## src/design/rtt_pkg.sv

```systemverilog
package rtt_pkg;

   localparam int RTT_BITS_DEF   = 40;
   localparam int COUNT_BITS_DEF = 32;
   localparam int SUM_BITS       = 64;
   localparam int QUEUE_DEPTH    = 2;

   typedef enum logic {
      FUNC_SENT  = 1'b0,
      FUNC_REPLY = 1'b1
   } func_type;

   typedef struct packed {
      logic        func;
      logic [39:0] rtt_ns;
   } req_type;

   typedef struct packed {
      logic [31:0] sent_total;
      logic [31:0] received_total;
      logic [6:0]  loss_percent;
      logic        stats_valid;
      logic [39:0] min_rtt;
      logic [39:0] max_rtt;
      logic [39:0] avg_rtt;
      logic [41:0] mdev_rtt;
   } rsp_type;

   // classified event handed from front to back
   typedef struct packed {
      logic        reply;
      logic [62:0] rtt;
   } evt_type;

endpackage

```

## src/design/rtt_front.sv

```systemverilog
module rtt_front #(
   parameter int RTT_BITS = rtt_pkg::RTT_BITS_DEF
) (
   input  logic            clock,
   input  logic            reset,
   input  logic            req_valid,
   output logic            req_stall,
   input  rtt_pkg::req_type req_data,
   output logic            evt_valid,
   input  logic            evt_stall,
   output rtt_pkg::evt_type evt_data
);
   import rtt_pkg::*;

   localparam int PTR_BITS = $clog2(QUEUE_DEPTH);

   evt_type             queue_ff [QUEUE_DEPTH];
   logic [PTR_BITS-1:0] wr_ptr_ff, wr_ptr_in, rd_ptr_ff, rd_ptr_in;
   logic [PTR_BITS:0]   fill_ff, fill_in;
   logic                push, pop;
   evt_type             evt_in;
   logic [62:0]         rtt_masked;

   always_comb begin
      rtt_masked = '0;
      for (int i = 0; i < 40 && i < RTT_BITS; i++) begin
         rtt_masked[i] = req_data.rtt_ns[i];
      end
      evt_in.reply = (req_data.func == FUNC_REPLY);
      evt_in.rtt   = rtt_masked;
   end

   assign req_stall = (fill_ff == (PTR_BITS+1)'(QUEUE_DEPTH));
   assign push      = req_valid && !req_stall;
   assign evt_valid = (fill_ff != '0);
   assign pop       = evt_valid && !evt_stall;
   assign evt_data  = queue_ff[rd_ptr_ff];

   always_comb begin
      wr_ptr_in = push ? PTR_BITS'(wr_ptr_ff + 1'b1) : wr_ptr_ff;
      rd_ptr_in = pop ? PTR_BITS'(rd_ptr_ff + 1'b1) : rd_ptr_ff;
      fill_in   = fill_ff;
      if (push && !pop) begin
         fill_in = fill_ff + 1'b1;
      end else if (pop && !push) begin
         fill_in = fill_ff - 1'b1;
      end
   end

   always_ff @(posedge clock) begin
      if (push) begin
         queue_ff[wr_ptr_ff] <= evt_in;
      end
      if (reset) begin
         wr_ptr_ff <= '0;
         rd_ptr_ff <= '0;
         fill_ff   <= '0;
      end else begin
         wr_ptr_ff <= wr_ptr_in;
         rd_ptr_ff <= rd_ptr_in;
         fill_ff   <= fill_in;
      end
   end

endmodule

```

## config.mk

```make
export PLATFORM = sky130hd
export DESIGN_NAME = rtt_front
export DESIGN_NICKNAME = d
export VERILOG_FILES = /design/src/design/rtt_pkg.sv /design/src/design/rtt_front.sv
export SDC_FILE = /design/constraint.sdc
export NUM_CORES = 1
export LEC_CHECK = 0
export BUFFER_PORTS_ARGS = -buffer_cell sky130_fd_sc_hd__buf_2
export CORE_UTILIZATION = 54
export DETAILED_ROUTE_END_ITERATION = 10
export HOLD_SLACK_MARGIN = 0.12
export PLACE_DENSITY_LB_ADDON = 0.08
export SLEW_MARGIN = 20
export SYNTH_ARGS = -nofsm -noshare
export SYNTH_HDL_FRONTEND = slang
export SYNTH_SLANG_ARGS = --single-unit
```

## constraint.sdc

```tcl
create_clock -name clock -period 4.7 [get_ports clock]
set_input_delay 0.94 -clock clock [delete_from_list [all_inputs] [get_ports clock]]
set_output_delay 0.94 -clock clock [all_outputs]
set_load 0.02 [all_outputs]
```

==> summary.md <==
| Metric | Value |
|---|---|
| Status | complete, no violations |
| # DRC | 0 |
| Core area | 5960 sq um |
| Clk_lat worst skew | 0.34 ns |
| RSZ-0062 raised after global routing | no |
| Fin Setup TNS | 0 ns |
| Leakage | 0.00156 uW |
| Measured slew at the worst slew-check pin | 0.999 ns |
| Slew headroom | 33.4% |
| Dpl ws | 2.17 ns |
| Most frequent cells in the layout | 87 x buf_2, 82 x edfxtp_1, 38 x mux2_2 |
| Worst-path clk slew | 0.08 ns |
| Crit. path cell count | 2 |
| Initial Util | 56.2% |
| Largest delay share family, worst path | flip-flops |
| F_max | 0.350 GHz |
| Period utilisation layout | 60.8% |
| Share of cells above drive strength 1 | 53.1% |
| Yosys reg bits | 87 |
| Largest net degree at the start of global routing | 42 |
| Critical Path, Cell by Cell | mux2_2, buf_2 |
| Hold Fails Final Rpt | 0 |
| Reg2Reg Setup Slack | 2.85 ns |
| First-pass GRT wire length | 7270 um |
| Setup Skew | 0.00378 ns |
| YS warnings | 0 |
| Worst hold path class | reg2reg |
| Worst Path Max Fanout | 41 |
| Mapped Cells | 177 |
| Non-filler instance count after layout | 350 |
| DRT antenna net count | 0 |
| Die width | 80.7 um |
| Area of the multi-input gates | 664 sq um |
| Final min period | 2.86 ns |
| Area Growth Syn to Fin | 20.0% |
| Netlist cell types | 18 |
| Port Buffers | 87 |
| Max clock buf depth | 2 |
| GRT overflow | 0 |
| Worst Path Required | 3.76 ns |
| Wirelength per Cell | 14.1 um |
| Root Buffer | clkbuf_8 |
| Reg2reg path depth | 3 |
| Clock sink total | 87 |
| Post-Syn Area | 3350 sq um |
| Placed wire-length estimate | 3090 um |
| CP Data Arrival Time | 1.92 ns |
| Crit. End Element | output pin |
| First-pass iteration count of the detailed router | 6 |
| Via density | 4.79 |
| Post_cts resized | 0 |
| # diodes | 0 |
| Worst Hold Depth | 2 |
| Nets | 316 |
| Worst hold slack | 0.487 ns |
| Die area | 6520 sq um |
| Finish-stage setup viols | 0 |
| Min-delay src | wr_ptr_ff |
| Inst Count DP | 334 |
| Antenna violations before repair | 0 |
| I/O Pins | 111 |
| Post-CTS setup buffers | 0 |
| Fillers | 426 |
| Kind of start point of the critical path | register |
| CTS hold repair buffers | 0 |
| Storage cell area | 2560 sq um |
| Vias in the first global route | 1602 |
| Commonest non-fill, non-tap cell in the layout | buf_2 |
| CTS Buf Count | 9 |
| Max-cap violations | 0 |
| FF-to-FF Start | fill_ff[0] |
| Worst setup slack after layout | 1.84 ns |
| Gpl congestion | 0.668 |
| Crit-path max cell delay | 0.99 ns |
| Total wire length | 4950 um |
| Synthesized area per cell | 18.9 sq um |
| Pins over their slew limit | 0 |
| PwrDens | 557 nW/um^2 |
| H-tree lvl count | 3 |
| Max VDD drop | 0.000300 V |
| CTS tree | built |
| Design Power | 2240 uW |
| Initial DRC count | 57 |
| Vias | 1678 |
| GRT Total Usage | 15.6% |
| CP bufs+invs | 1 |
| Slowest cell on the critical path | dfxtp_2 |
| Die Y | 80.7 um |
| Register area share after synthesis | 76.5% |
| Rows | 28 |
| CP Class | reg2out |
## metrics by stage
step	util, %	cell area (sq um)
finish	67.4	4020
floorplan	-	3430
global route	67.4	4020
detailed placement	63.3	3770
CTS	67.4	4020
global placement	63.3	3770
## Yosys cell counts, drive strengths merged
library cell / number / area share, %
nor2b: 1 / 0.26
dfxtp: 5 / 3.0
a21oi: 2 / 0.30
nor2: 4 / 0.45
xor2: 3 / 0.78
o21bai: 1 / 0.22
o21ai: 2 / 0.30
conb: 1 / 0.11
buf: 28 / 5.9
and2: 1 / 0.19
mux2: 41 / 14
or2: 1 / 0.19
edfxtp: 82 / 74
or3: 2 / 0.37
inv: 2 / 0.22
ha: 1 / 0.37
## worst register-to-register path: cells and delay by family (launching register included)
| kind | cells | cell delay (ns) |
|---|---|---|
| DFF | 1 | 0.43 |
| and+or+nand+nor | 3 | 1.03 |
## metal layers
layer	vias up	routed length [um]	part of all wire (%)	track usage [%]
met2	81	2420	49	24.9
met4	0	102	2.1	8.75
li1	806	-	-	-
met1	780	2020	41	17.8
met5	-	0	0	0
met3	11	409	8.3	6.52
## kinds of logic after synthesis
logic type                 synth area share, %
buffers and inverters                     6.13
adders and majority gates                0.374
AOI/OAI and AO/OA                        0.822
and+or+nand+nor                           1.46
DFF                                       76.5
muxes                                     13.8
xor gates and xnor gates                 0.785
other                                    0.112
## area by class of cell
cell class | count | area share (%)
clock buffers | 9 | 3.08
inverters | 2 | 0.187
multi-input cells | 82 | 16.5
well taps | 75 | 2.34
clock inverters | 7 | 2.99
repair buffers | 88 | 11.0
flip-flops and latches | 87 | 63.8
## path summary, 6_finish.rpt
check                   end
max            evt_data[11]
min               wr_ptr_ff
max reg2reg  queue_ff[1][4]
min reg2reg       wr_ptr_ff
## state kept, by name (all words and copies together) (netlist names), named ones only
| name | cells |
|---|---|
| queue_ff | 82 |
| fill_ff | 2 |
| wr_ptr_ff | 1 |
| rd_ptr_ff | 1 |
## power by group
group	total, uW	switching [uW]	internal [uW]
clock network	609	254	355
logic	579	336	243
registers	1050	75.4	975
Power figures use the tool's default switching activity.
